==> src/hw/rtl/tbb_pkg.sv <==
// shared types, constants and pass-geometry functions of the triple box blur row filter
package tbb_pkg;

  localparam int PIX_W     = 8;
  localparam int SUM_W     = 13;
  localparam int POS_W     = 13;
  localparam int M_W       = 14;
  localparam int BOX_W     = 5;
  localparam int OFF_W     = 4;
  localparam int WIN_DEPTH = 32;
  localparam int NUM_PASS  = 3;
  localparam logic [BOX_W-1:0] MIN_BOX = 5'd2;
  localparam logic [BOX_W-1:0] MAX_BOX = 5'd21;
  localparam logic [BOX_W-1:0] BOX_RST = 5'd3;
  localparam logic [POS_W-1:0] POS_CAP = {POS_W{1'b1}};

  typedef struct packed {
    logic [PIX_W-1:0] pixel_in;
    logic             end_of_row;
  } tbb_in_t;

  typedef struct packed {
    logic [PIX_W-1:0] pixel_out;
    logic             last_out;
  } tbb_out_t;

  typedef enum logic [2:0] {
    ST_IDLE,
    ST_STEP,
    ST_DIV,
    ST_EMIT,
    ST_NEXT
  } tbb_state_t;

  typedef struct packed {
    logic load_in;
    logic step;
    logic div_step;
    logic emit;
    logic fs_inc;
    logic flush_feed;
    logic finish;
  } tbb_cmd_t;

  typedef struct packed {
    logic gate;
    logic div_last;
    logic s_last;
    logic out_free;
    logic eor;
    logic fs_done;
    logic fk_end;
  } tbb_stat_t;

  function automatic logic [BOX_W-1:0] clamp_box(input logic [BOX_W-1:0] b);
    logic [BOX_W-1:0] r;
    r = b;
    if (b < MIN_BOX) r = MIN_BOX;
    if (b > MAX_BOX) r = MAX_BOX;
    return r;
  endfunction

  function automatic logic [BOX_W-1:0] pass_width(input logic [BOX_W-1:0] d,
                                                   input logic [1:0] s);
    logic [BOX_W-1:0] r;
    r = d;
    if (!d[0] && s == 2'd2) r = d + 5'd1;
    return r;
  endfunction

  function automatic logic [OFF_W-1:0] pass_offset(input logic [BOX_W-1:0] d,
                                                    input logic [1:0] s);
    logic [OFF_W-1:0] h;
    logic [OFF_W-1:0] r;
    h = d[BOX_W-1:1];
    case (s)
      2'd0:    r = d[0] ? h : h - 4'd1;
      2'd1:    r = h;
      2'd2:    r = h;
      default: r = '0;
    endcase
    return r;
  endfunction

endpackage

==> src/hw/rtl/triple_box_blur_row.sv <==
// top level of the triple box blur row filter
// an accepted beat runs, per pass it reaches, 1 window step and then the divider
// (one quotient bit a cycle in the shared restoring divider); after the third pass its result is
// emitted once the output register is free, and only after that is the next beat taken
// a beat held back by a pass offset frees the input without emitting a result; an end-of-row beat
// also runs one zero feed per pass offset, up to 30; results leave through a one-deep register
// rst_n is synchronous: windows and sums clear, box size returns to 3
module triple_box_blur_row (
  input  logic              clk,
  input  logic              rst_n,
  input  logic              in_valid,
  output logic              in_stall,
  input  tbb_pkg::tbb_in_t  in_data,
  output logic              out_valid,
  input  logic              out_stall,
  output tbb_pkg::tbb_out_t out_data,
  input  logic              cfg_valid,
  output logic              cfg_ready,
  input  logic [4:0]        cfg_data
);
  import tbb_pkg::*;

  tbb_cmd_t  cmd;
  tbb_stat_t stat;

  assign cfg_ready = 1'b1;

  tbb_ctrl u_ctrl (
    .clk      (clk),
    .rst_n    (rst_n),
    .in_valid (in_valid),
    .stat     (stat),
    .in_stall (in_stall),
    .cmd      (cmd)
  );

  tbb_dp u_dp (
    .clk       (clk),
    .rst_n     (rst_n),
    .cmd       (cmd),
    .in_data   (in_data),
    .cfg_valid (cfg_valid),
    .cfg_data  (cfg_data),
    .out_stall (out_stall),
    .stat      (stat),
    .out_valid (out_valid),
    .out_data  (out_data)
  );

endmodule

==> src/hw/rtl/tbb_ctrl.sv <==
// sequencing state machine of the triple box blur row filter
module tbb_ctrl (
  input  logic              clk,
  input  logic              rst_n,
  input  logic              in_valid,
  input  tbb_pkg::tbb_stat_t stat,
  output logic              in_stall,
  output tbb_pkg::tbb_cmd_t  cmd
);
  import tbb_pkg::*;

  tbb_state_t state_r, state_nxt;

  always_ff @(posedge clk) begin
    if (!rst_n) begin
      state_r <= ST_IDLE;
    end else begin
      state_r <= state_nxt;
    end
  end

  always_comb begin
    state_nxt = state_r;
    unique case (state_r)
      ST_IDLE: begin
        if (in_valid) state_nxt = ST_STEP;
      end
      ST_STEP: begin
        state_nxt = stat.gate ? ST_NEXT : ST_DIV;
      end
      ST_DIV: begin
        if (stat.div_last) state_nxt = stat.s_last ? ST_EMIT : ST_STEP;
      end
      ST_EMIT: begin
        if (stat.out_free) state_nxt = ST_NEXT;
      end
      ST_NEXT: begin
        if (!stat.eor || stat.fs_done) state_nxt = ST_IDLE;
        else if (!stat.fk_end) state_nxt = ST_STEP;
      end
      default: state_nxt = ST_IDLE;
    endcase
  end

  always_comb begin
    cmd = '0;
    in_stall = 1'b1;
    unique case (state_r)
      ST_IDLE: begin
        in_stall = 1'b0;
        cmd.load_in = in_valid;
      end
      ST_STEP: cmd.step = 1'b1;
      ST_DIV:  cmd.div_step = 1'b1;
      ST_EMIT: cmd.emit = stat.out_free;
      ST_NEXT: begin
        if (!stat.eor || stat.fs_done) cmd.finish = 1'b1;
        else if (stat.fk_end) cmd.fs_inc = 1'b1;
        else cmd.flush_feed = 1'b1;
      end
      default: ;
    endcase
  end

  a_stall_busy: assert property (@(posedge clk) disable iff (!rst_n)
    (state_r != ST_IDLE) |-> in_stall) else $error("input taken while busy");
  a_load_step: assert property (@(posedge clk) disable iff (!rst_n)
    cmd.load_in |=> (state_r == ST_STEP)) else $error("accepted beat not stepped");
  a_emit_free: assert property (@(posedge clk) disable iff (!rst_n)
    cmd.emit |-> stat.out_free) else $error("emit without room");

endmodule

==> src/hw/rtl/tbb_dp.sv <==
// windows, sums, divider and output register of the triple box blur row filter
module tbb_dp (
  input  logic               clk,
  input  logic               rst_n,
  input  tbb_pkg::tbb_cmd_t  cmd,
  input  tbb_pkg::tbb_in_t   in_data,
  input  logic               cfg_valid,
  input  logic [4:0]         cfg_data,
  input  logic               out_stall,
  output tbb_pkg::tbb_stat_t stat,
  output logic               out_valid,
  output tbb_pkg::tbb_out_t  out_data
);
  import tbb_pkg::*;

  logic [BOX_W-1:0] box_size_r;
  logic [BOX_W-1:0] row_d_r;
  logic [POS_W-1:0] row_pos_r;
  logic [POS_W-1:0] pos_r;
  logic             eor_r;
  logic [PIX_W-1:0] v_r;
  logic [M_W-1:0]   m_r;
  logic [1:0]       s_r;
  logic [1:0]       fs_r;
  logic [OFF_W-1:0] fk_r;
  logic             last_pend_r;
  logic [M_W-1:0]   rem_r;
  logic [PIX_W-1:0] q_r;
  logic [2:0]       cnt_r;
  logic [PIX_W-1:0] win_r [NUM_PASS][WIN_DEPTH];
  logic [SUM_W-1:0] sum_r [NUM_PASS];
  logic             out_valid_r;
  tbb_out_t         out_r;

  logic [BOX_W-1:0] cur_w;
  logic [OFF_W-1:0] cur_off;
  logic [OFF_W-1:0] fs_off;
  logic [BOX_W-1:0] leave_idx;
  logic [PIX_W-1:0] leave;
  logic [SUM_W-1:0] sum_new;
  logic [M_W-1:0]   div_x;
  logic [M_W-1:0]   wsh;
  logic             ge;
  logic [PIX_W-1:0] q_nxt;
  logic [M_W-1:0]   rem_nxt;
  logic             out_free;

  assign cur_w     = pass_width(row_d_r, s_r);
  assign cur_off   = pass_offset(row_d_r, s_r);
  assign fs_off    = pass_offset(row_d_r, fs_r);
  assign leave_idx = cur_w - 5'd1;
  assign leave     = win_r[s_r][leave_idx];
  assign sum_new   = sum_r[s_r] + {5'b0, v_r} - {5'b0, leave};
  assign div_x     = {1'b0, sum_new} + {10'b0, cur_w[BOX_W-1:1]};
  assign wsh       = {9'b0, cur_w} << cnt_r;
  assign ge        = rem_r >= wsh;
  assign rem_nxt   = ge ? rem_r - wsh : rem_r;
  assign q_nxt     = q_r | (ge ? (8'd1 << cnt_r) : 8'd0);
  assign out_free  = !out_valid_r || !out_stall;

  always_comb begin
    stat          = '0;
    stat.gate     = m_r < {10'b0, cur_off};
    stat.div_last = cnt_r == 3'd0;
    stat.s_last   = s_r == 2'd2;
    stat.out_free = out_free;
    stat.eor      = eor_r;
    stat.fs_done  = fs_r == 2'd3;
    stat.fk_end   = fk_r >= fs_off;
  end

  always_ff @(posedge clk) begin
    if (!rst_n) begin
      box_size_r  <= BOX_RST;
      row_d_r     <= BOX_RST;
      row_pos_r   <= '0;
      out_valid_r <= 1'b0;
      for (int p = 0; p < NUM_PASS; p++) begin
        sum_r[p] <= '0;
        for (int k = 0; k < WIN_DEPTH; k++) win_r[p][k] <= '0;
      end
    end else begin
      if (cfg_valid) box_size_r <= cfg_data;
      if (cmd.load_in && row_pos_r == '0) row_d_r <= clamp_box(box_size_r);
      if (cmd.step) begin
        for (int k = WIN_DEPTH - 1; k > 0; k--) win_r[s_r][k] <= win_r[s_r][k-1];
        win_r[s_r][0] <= v_r;
        sum_r[s_r]    <= sum_new;
      end
      if (cmd.emit) out_valid_r <= 1'b1;
      else if (!out_stall) out_valid_r <= 1'b0;
      if (cmd.finish) begin
        if (eor_r) begin
          row_pos_r <= '0;
          for (int p = 0; p < NUM_PASS; p++) begin
            sum_r[p] <= '0;
            for (int k = 0; k < WIN_DEPTH; k++) win_r[p][k] <= '0;
          end
        end else if (row_pos_r != POS_CAP) begin
          row_pos_r <= row_pos_r + 13'd1;
        end
      end
    end
  end

  always_ff @(posedge clk) begin
    if (cmd.load_in) begin
      v_r         <= in_data.pixel_in;
      eor_r       <= in_data.end_of_row;
      pos_r       <= row_pos_r;
      m_r         <= {1'b0, row_pos_r};
      s_r         <= 2'd0;
      fs_r        <= 2'd0;
      fk_r        <= '0;
      last_pend_r <= 1'b0;
    end
    if (cmd.step) begin
      rem_r <= div_x;
      q_r   <= '0;
      cnt_r <= 3'd7;
    end
    if (cmd.div_step) begin
      rem_r <= rem_nxt;
      q_r   <= q_nxt;
      cnt_r <= cnt_r - 3'd1;
      if (cnt_r == 3'd0) begin
        v_r <= q_nxt;
        m_r <= m_r - {10'b0, cur_off};
        s_r <= s_r + 2'd1;
      end
    end
    if (cmd.fs_inc) begin
      fs_r <= fs_r + 2'd1;
      fk_r <= '0;
    end
    if (cmd.flush_feed) begin
      s_r         <= fs_r;
      v_r         <= '0;
      m_r         <= {1'b0, pos_r} + 14'd1 + {10'b0, fk_r};
      fk_r        <= fk_r + 4'd1;
      last_pend_r <= (fs_r == 2'd2) && (fk_r == fs_off - 4'd1);
    end
    if (cmd.emit) begin
      out_r.pixel_out <= v_r;
      out_r.last_out  <= last_pend_r;
    end
  end

  assign out_valid = out_valid_r;
  assign out_data  = out_r;

  a_no_overwrite: assert property (@(posedge clk) disable iff (!rst_n)
    cmd.emit |-> (!out_valid_r || !out_stall)) else $error("result overwritten");
  a_step_pass: assert property (@(posedge clk) disable iff (!rst_n)
    cmd.step |-> (s_r != 2'd3)) else $error("step beyond last pass");
  a_row_clear: assert property (@(posedge clk) disable iff (!rst_n)
    (cmd.finish && eor_r) |=> (row_pos_r == '0)) else $error("row not cleared");

endmodule
==> config.mk <==
export PLATFORM = sky130hd
export DESIGN_NAME = triple_box_blur_row
export DESIGN_NICKNAME = d
export VERILOG_FILES = /design/src/hw/rtl/tbb_pkg.sv /design/src/hw/rtl/triple_box_blur_row.sv /design/src/hw/rtl/tbb_ctrl.sv /design/src/hw/rtl/tbb_dp.sv
export SDC_FILE = /design/constraint.sdc
export NUM_CORES = 2
export LEC_CHECK = 0
export BUFFER_PORTS_ARGS = -buffer_cell sky130_fd_sc_hd__buf_2
export CORE_AREA = 4 4 284 565
export CTS_BUF_LIST = sky130_fd_sc_hd__clkbuf_4 sky130_fd_sc_hd__clkbuf_8
export DETAILED_ROUTE_END_ITERATION = 8
export DIE_AREA = 0 0 288 569
export GPL_TIMING_DRIVEN = 0
export SLEW_MARGIN = 10
export SYNTH_ARGS = -nofsm -noshare
export SYNTH_HDL_FRONTEND = slang
export SYNTH_SLANG_ARGS = --single-unit
==> constraint.sdc <==
create_clock -name clk -period 11.65 [get_ports clk]
set_input_delay 2.9125 -clock clk [delete_from_list [all_inputs] [get_ports clk]]
set_output_delay 2.9125 -clock clk [all_outputs]
set_load 0.02 [all_outputs]
## Word-level counts from Yosys, hierarchy flattened

Memory sizes are Yosys's and may differ from the RTL's. A register that Yosys moved wholly into a read port is not among the register bits.
Cells that the tools add are included.

- Register bits after elaboration: 106
- Memory bits (writable): 807
- Input bits: 19
- Output and inout bits: 12
- Memories: 2

Memories:

| memory | words | width | read ports | clocked after Yosys merged registers in | write ports | RTL line | RTL |
|---|---|---|---|---|---|---|---|
| u_dp.win_r | 3 | 256 | 1 | 1 | 3 | tbb_dp.sv:30 | `logic [PIX_W-1:0] win_r [NUM_PASS][WIN_DEPTH];` |
| u_dp.sum_r | 3 | 13 | 1 | 1 | 3 | tbb_dp.sv:31 | `logic [SUM_W-1:0] sum_r [NUM_PASS];` |

- $add $sub $neg: 16
- Magnitude comparators: 6
- Eq/ne operators: 17
- Shift-type cells: 2
- Multiplexer cells: 170
- Bitwise logic cells: 101
- Reductions and logical operators: 26

Operators with widths:

| cell | count |
|---|---|
| $mux 8 | 104 |
| $mux 256 | 1 |
| $reduce_or 256->1 | 1 |
| $or 1x1->1 | 99 |
| $mux 14 | 7 |
| $mux 13 | 6 |
| $bmux 8 s5 | 1 |
| $mux 32 | 1 |
| $mux 3 | 9 |
| $mux 1 | 21 |
| $mux 2 | 10 |
| $mux 4 | 4 |
| $pmux 4 s2 | 2 |
| $mux 5 | 3 |
| $pmux 3 s5 | 1 |
| $add 13x1->14 const B | 1 |
| $add 13x4->14 | 1 |
| $add 14x4->14 | 1 |
| $ge 14x14->1 | 1 |
| $lt 14x4->1 | 1 |
| $shl 5x3->14 | 1 |
| $sub 14x14->14 | 1 |
| $sub 14x4->14 | 1 |
| $add 13x1->13 const B | 1 |
| 37 further kinds | 59 |

## Longest topological paths before layout

- Depth in word-level cells: 12
- Gate-level depth with buffers: 35
- Gate-level depth less buffers: 27

## Modules after synthesis

From an unflattened synthesis, not the netlist that was laid out.

- Cells, all modules: 4134
- Area, all modules: 54692.5 µm²

Modules (own cells, without submodules):

| module | times used | cells an instance | area each (µm²) | sequential area each (µm²) |
|---|---|---|---|---|
| tbb_dp | 1 | 4099 | 54399.7 | 34923.5 |
| tbb_ctrl | 1 | 33 | 281.5 | 60.1 |
| triple_box_blur_row | 1 | 2 | 11.3 | 0.0 |

## Least setup slack after synthesis

OpenSTA, ideal clock, no wires.

- Path type: input port to flip-flop
- From: in rst_n
- To: mem u_dp.sum_r[3][0], enable pin
- Data arrival time: 10.281 ns
- Setup slack: 0.705 ns
- Stages: 6
- Path buffers: 4
- Cells stage by stage: clkbuf_1 nor4bb_1 clkbuf_1 clkbuf_1 clkbuf_1 and2_1

RTL lines:

| element | RTL line | RTL |
|---|---|---|
| start: declaration | triple_box_blur_row.sv:10 | `input logic rst_n,` |
| end: declaration | tbb_dp.sv:31 |  |

## Worst setup path in the final report

- From: reg u_dp.s_r[0]
- To: reg u_dp.rem_r[12], data pin

- Longest elaborated chain between the ends: 12
- Elaborated cells between the ends (all ways): 15

RTL lines:

| element | RTL line | RTL |
|---|---|---|
| start: declaration | tbb_dp.sv:23 | `logic [1:0] s_r;` |
| start signal: assignment | tbb_dp.sv:129 | `s_r <= s_r + 2'd1;` |
| start signal: assignment | tbb_dp.sv:137 | `s_r <= fs_r;` |
| $eq 2x2->1 | tbb_pkg.sv:67 | `if (!d[0] && s == 2'd2) r = d + 5'd1;` |
| $logic_and 1x1->1 | tbb_pkg.sv:67 |  |
| $mux 5 | tbb_pkg.sv:67 |  |
| $sub 5x1->5 | tbb_dp.sv:51 | `assign leave_idx = cur_w - 5'd1;` |
| $not 5->6 (not written as such) | tbb_dp.sv:52 | `assign leave = win_r[s_r][leave_idx];` |
| $bmux 8 s5 | tbb_dp.sv:52 |  |
| $mux 8 (not written as such) (2 in a row) | tbb_dp.sv:52 |  |
| $sub 13x8->13 | tbb_dp.sv:53 | `assign sum_new = sum_r[s_r] + {5'b0, v_r} - {5'b0, leave};` |
| via u_dp.sum_new[2] | tbb_dp.sv:40 | `logic [SUM_W-1:0] sum_new;` |
| $add 13x4->14 | tbb_dp.sv:54 | `assign div_x = {1'b0, sum_new} + {10'b0, cur_w[BOX_W-1:1]};` |
| $mux 14 | tbb_dp.sv:117 | `if (cmd.step) begin` |
| $mux 14 | tbb_dp.sv:122 | `if (cmd.div_step) begin` |
| end signal: assignment | tbb_dp.sv:118 | `rem_r <= div_x;` |
| end signal: assignment | tbb_dp.sv:123 | `rem_r <= rem_nxt;` |
| end: declaration | tbb_dp.sv:27 | `logic [M_W-1:0] rem_r;` |

The timed path passes the listed nets, and every way through them passes these cells. The select of a mux whose other input is x is not followed.
A chain may end at the register's enable or synchronous reset.

==> results.md <==
STA:
- Setup violations remaining at the end of the flow were counted as 0.
- The smallest clock period supported by the final layout is computed as approximately 11 ns.
- The post-route clock skew is 0.0589 ns.
- The ratio of final minimum period to clock period is 0.957.
- The final hold violation count is 0.
- Headroom to the max-slew limit came out at 0.0708.
- Summed over all failing endpoints, the final setup total negative slack is 0 ns.
- The maximum operating frequency is 89.7 MHz.
- The number of max-slew violations in the final report is 0.
- At the pin with the least slew margin, the transition time is 1.39 ns.
- Setup repair after global routing left no endpoint under its margin.

Finish:
- Counting the fill cells in the layout gives between 10000 and 15000.
- Leaving out fill and tap cells, the most frequent cell in the layout is sky130_fd_sc_hd__edfxtp_1.
- The number of nets in the layout is 4191.
- In the final layout, the share of cells above drive strength 1 is 0.178.
- In the layout the commonest cells are sky130_fd_sc_hd__edfxtp_1, sky130_fd_sc_hd__nor2_1, sky130_fd_sc_hd__and3_1.
- Compared with the post-synthesis result, the final layout area differs by 12.3%.
- The final instance area is about 60000 um^2.
- Once layout is complete, the utilization of the core stands at 0.391.
- The final non-filler cell total is 6286.

Placed design:
- Once placement finished, the instance area stood at approximately 58000 um^2.
- Port buffering added 27 buffers.
- Detailed placement ended at an HPWL of 129 mm.
- The last weighted congestion value of the routability-driven placer is 0.953.
- The cell count after placement is approximately 6000.

Floorplan:
- After floorplanning, the core was divided into 205 placement rows.
- The y dimension of the die is 569 um.
- The floorplan step defined a die boundary enclosing 164000 um^2.
- 31 I/O pins were placed.
- For this configuration, the core starts out at a cell density of 0.348.
- The core region is 156000 um^2.
- The die boundary width is ~290 um.

Synthesis:
- The share of the synthesized area in the top cell type is 0.625.
- Of all cell types, the one taking the most synthesized area is sky130_fd_sc_hd__edfxtp_1.
- The dominant synthesized flop cell is sky130_fd_sc_hd__edfxtp_1.
- The synthesis warning total is 0.
- The sequential fraction of the synthesis area is 0.644.
- The number of enable-type register cells in the synthesized netlist is 1131.
- The post-synthesis average cell area is between 10 and 15 um^2.
- The net count after synthesis is 3972.
- The proportion of synthesized flip-flops having asynchronous set or reset is 0.
- Sorting the synthesized cells by area gives the leading types as sky130_fd_sc_hd__edfxtp_1, sky130_fd_sc_hd__mux4_2, sky130_fd_sc_hd__and3_1.
- Synthesis produced a netlist whose cell count is 3879.
- Yosys mapped the design onto slightly above 70 distinct sky130hd cell types.
- The mapped netlist covers 54300 um^2.
- The flip-flop and latch count after synthesis is ~1200.

Setup path:
- The maximum single-stage delay on the critical path is ~0.74 ns.
- In this design, the critical path's most frequently occurring cell is sky130_fd_sc_hd__ha_1.
- The worst endpoint data arrival time is 11.73 ns.
- The worst-path cell with the longest stage delay is sky130_fd_sc_hd__dfxtp_1.
- The maximum fanout along the worst path is 10.
- The worst setup path is captured at a register.
- The count of cells along the worst register-to-register path is 36.
- The critical path runs through a total of 36 cells.
- For the worst setup path, the data required time is between 10 and 15 ns.
- The critical path buffer and inverter count is 17.
- STA classifies the critical path startpoint as a register.
- The path type of the worst setup path is reg2reg.
- In this design, the largest share of critical-path delay is due to buffers and inverters.

Clock network:
- In this run the clock root is driven by a sky130_fd_sc_hd__clkbuf_8.
- The number of hold buffers added after cts is 0.
- Clock-pin slew was measured on the worst setup and hold paths at 0.07 ns.
- The later-pin clock latency in the skew report is ~0.88 ns.
- The clock passes through at most 4 buffers.
- The number of buffers added by the clock tree synthesis step is 163.
- The number of sinks handled by clock tree synthesis is between 1000 and 1500.
- The level count of the clock H-tree is 4.
- The TritonCTS clock tree is built.

Detailed routing:
- The first TritonRoute pass finished after 5 iterations.
- The number of antenna-violating nets in the routed design is 0.
- The routed length per placed instance is 29.1 um.
- The routed layout has around 35000 vias.
- The initial DRC count is between 3000 and 4000.
- The average vias per placed instance is around 5.6.
- After detailed routing, the number of remaining DRC violations is 0.
- The final layout contains routed wiring with a total length of 183 mm.

Power and ir drop:
- The leakage power summed over all cells is 22.8 nW.
- The final total power is 10.2 mW.
- Across the VDD grid, the largest voltage drop is ~110 uV.
- The total power per unit cell area is 167 nW/um^2.

Global route:
- The first global-routing pass estimated 258 mm of wire.
- The total overflow left after global routing is 0.
- The aggregate global-route resource usage is 0.220.
- Entering global routing, the biggest net connects between 50 and 60 pins.
- The via count of the first global-routing pass is 36400.
- The number of antenna violations at the first check in global routing was 2.

Job:
- The max capacitance violation total is 0.

Run status:
- The flow ran to the end, and the final reports show no timing, DRC or antenna violations.

Worst hold path:
- Counting instances, the worst hold path has a depth of 2.
- The classification of the worst-slack hold path is reg2reg.
worst reg2reg max path, delay by kind of cell, from the launching register on:
kind,cells,cell delay [ns]
flops,1,0.74
xor+xnor,2,0.53
buf+inv,17,5.02
compound gates,2,0.32
mux,3,1.18
simple gates,6,1.36
fa+ha+maj,6,1.75
power by group:
part	leakage, nW	internal, mW	switching, mW
logic	9.42	0.652	1.25
clock network	1.68	1.71	1.63
registers	11.7	4.89	0.0728
total	22.8	7.26	2.94
final cells by class:
| class | count | area [um^2] | area share |
|---|---|---|---|
| well taps | 2070 | 2590 | 0.0424 |
| diodes | 2 | 5.00 | 0.0000820 |
| inverters | 209 | 785 | 0.0129 |
| repair buffers | 54 | 813 | 0.0133 |
| clock inverters | 78 | 649 | 0.0106 |
| multi-input cells | 2222 | 17400 | 0.285 |
| clock buffers | 203 | 2560 | 0.0420 |
| flip-flops and latches | 1182 | 35000 | 0.573 |
| plain buffers | 266 | 1220 | 0.0201 |
worst paths after layout:
path	from	endpoint	slack, ns
setup reg to reg	u_dp.s_r[0]	u_dp.rem_r[12]	0.50
hold reg to reg	u_dp.m_r[2]	u_dp.m_r[2]	0.49
hold / removal	u_dp.m_r[2]	u_dp.m_r[2]	0.49
setup / recovery	u_dp.s_r[0]	u_dp.rem_r[12]	0.50
registers in the layout, summed over array words and instances (netlist names), 9 cells and up:
signal and flops:
u_dp.win_r 1024, u_dp.sum_r 52, u_dp.row_pos_r 13, u_dp.m_r 14
u_dp.out_data 9, u_dp.rem_r 14, u_dp.pos_r 13
through the flow:
stage          hold WS (ns)  worst slack, ns
2_1_floorplan         0.400            0.705
3_3_place_gp          0.468            -6.50
3_5_place_dp          0.435            -1.41
4_1_cts               0.492           0.0405
5_1_grt               0.503           0.0925
6_report              0.493            0.499
cells in the mapped netlist, types with 14 or more instances:
cell type,instances
sky130_fd_sc_hd__xnor2_1,36
sky130_fd_sc_hd__o21ai_0,155
sky130_fd_sc_hd__buf_1,14
sky130_fd_sc_hd__buf_2,53
sky130_fd_sc_hd__mux2_2,139
sky130_fd_sc_hd__a31oi_1,17
sky130_fd_sc_hd__ha_1,62
sky130_fd_sc_hd__mux4_2,207
sky130_fd_sc_hd__mux2i_1,153
sky130_fd_sc_hd__a21oi_1,42
sky130_fd_sc_hd__a21o_1,15
sky130_fd_sc_hd__nor2b_1,22
sky130_fd_sc_hd__buf_4,18
sky130_fd_sc_hd__and3_1,374
sky130_fd_sc_hd__nand2_1,214
sky130_fd_sc_hd__nand3_1,23
sky130_fd_sc_hd__xor2_1,31
sky130_fd_sc_hd__dfxtp_1,51
sky130_fd_sc_hd__clkbuf_1,173
sky130_fd_sc_hd__inv_1,209
sky130_fd_sc_hd__edfxtp_1,1131
sky130_fd_sc_hd__a221oi_1,14
sky130_fd_sc_hd__nor2_1,535
layer usage:
metal | GRT usage | vias up | part of all wire | wire length (um)
met5 | 0 | - | 0.000038 | 7
met4 | 0.190 | 2 | 0.11 | 19800
met3 | 0.0299 | 652 | 0.055 | 10100
met2 | 0.406 | 1655 | 0.53 | 97000
met1 | 0.210 | 17900 | 0.31 | 56000
li1 | - | 14800 | - | -
repair_timing:
item / 4_1_cts / 5_1_grt
pin swaps: 0 / 1
gates cloned: 0 / 0
buffers inserted: 0 / 2
resized for setup: 9 / 4
endpoints found under the setup margin: 43 / 5
kinds of logic after synthesis:
group           synth area share
buf+inv                   0.0364
flops                      0.644
compound gates            0.0374
fa+ha+maj                 0.0189
other cells            0.0000690
mux                        0.144
xor+xnor                  0.0108
simple gates               0.109
Note: power is estimated with default switching activity, not from simulation.
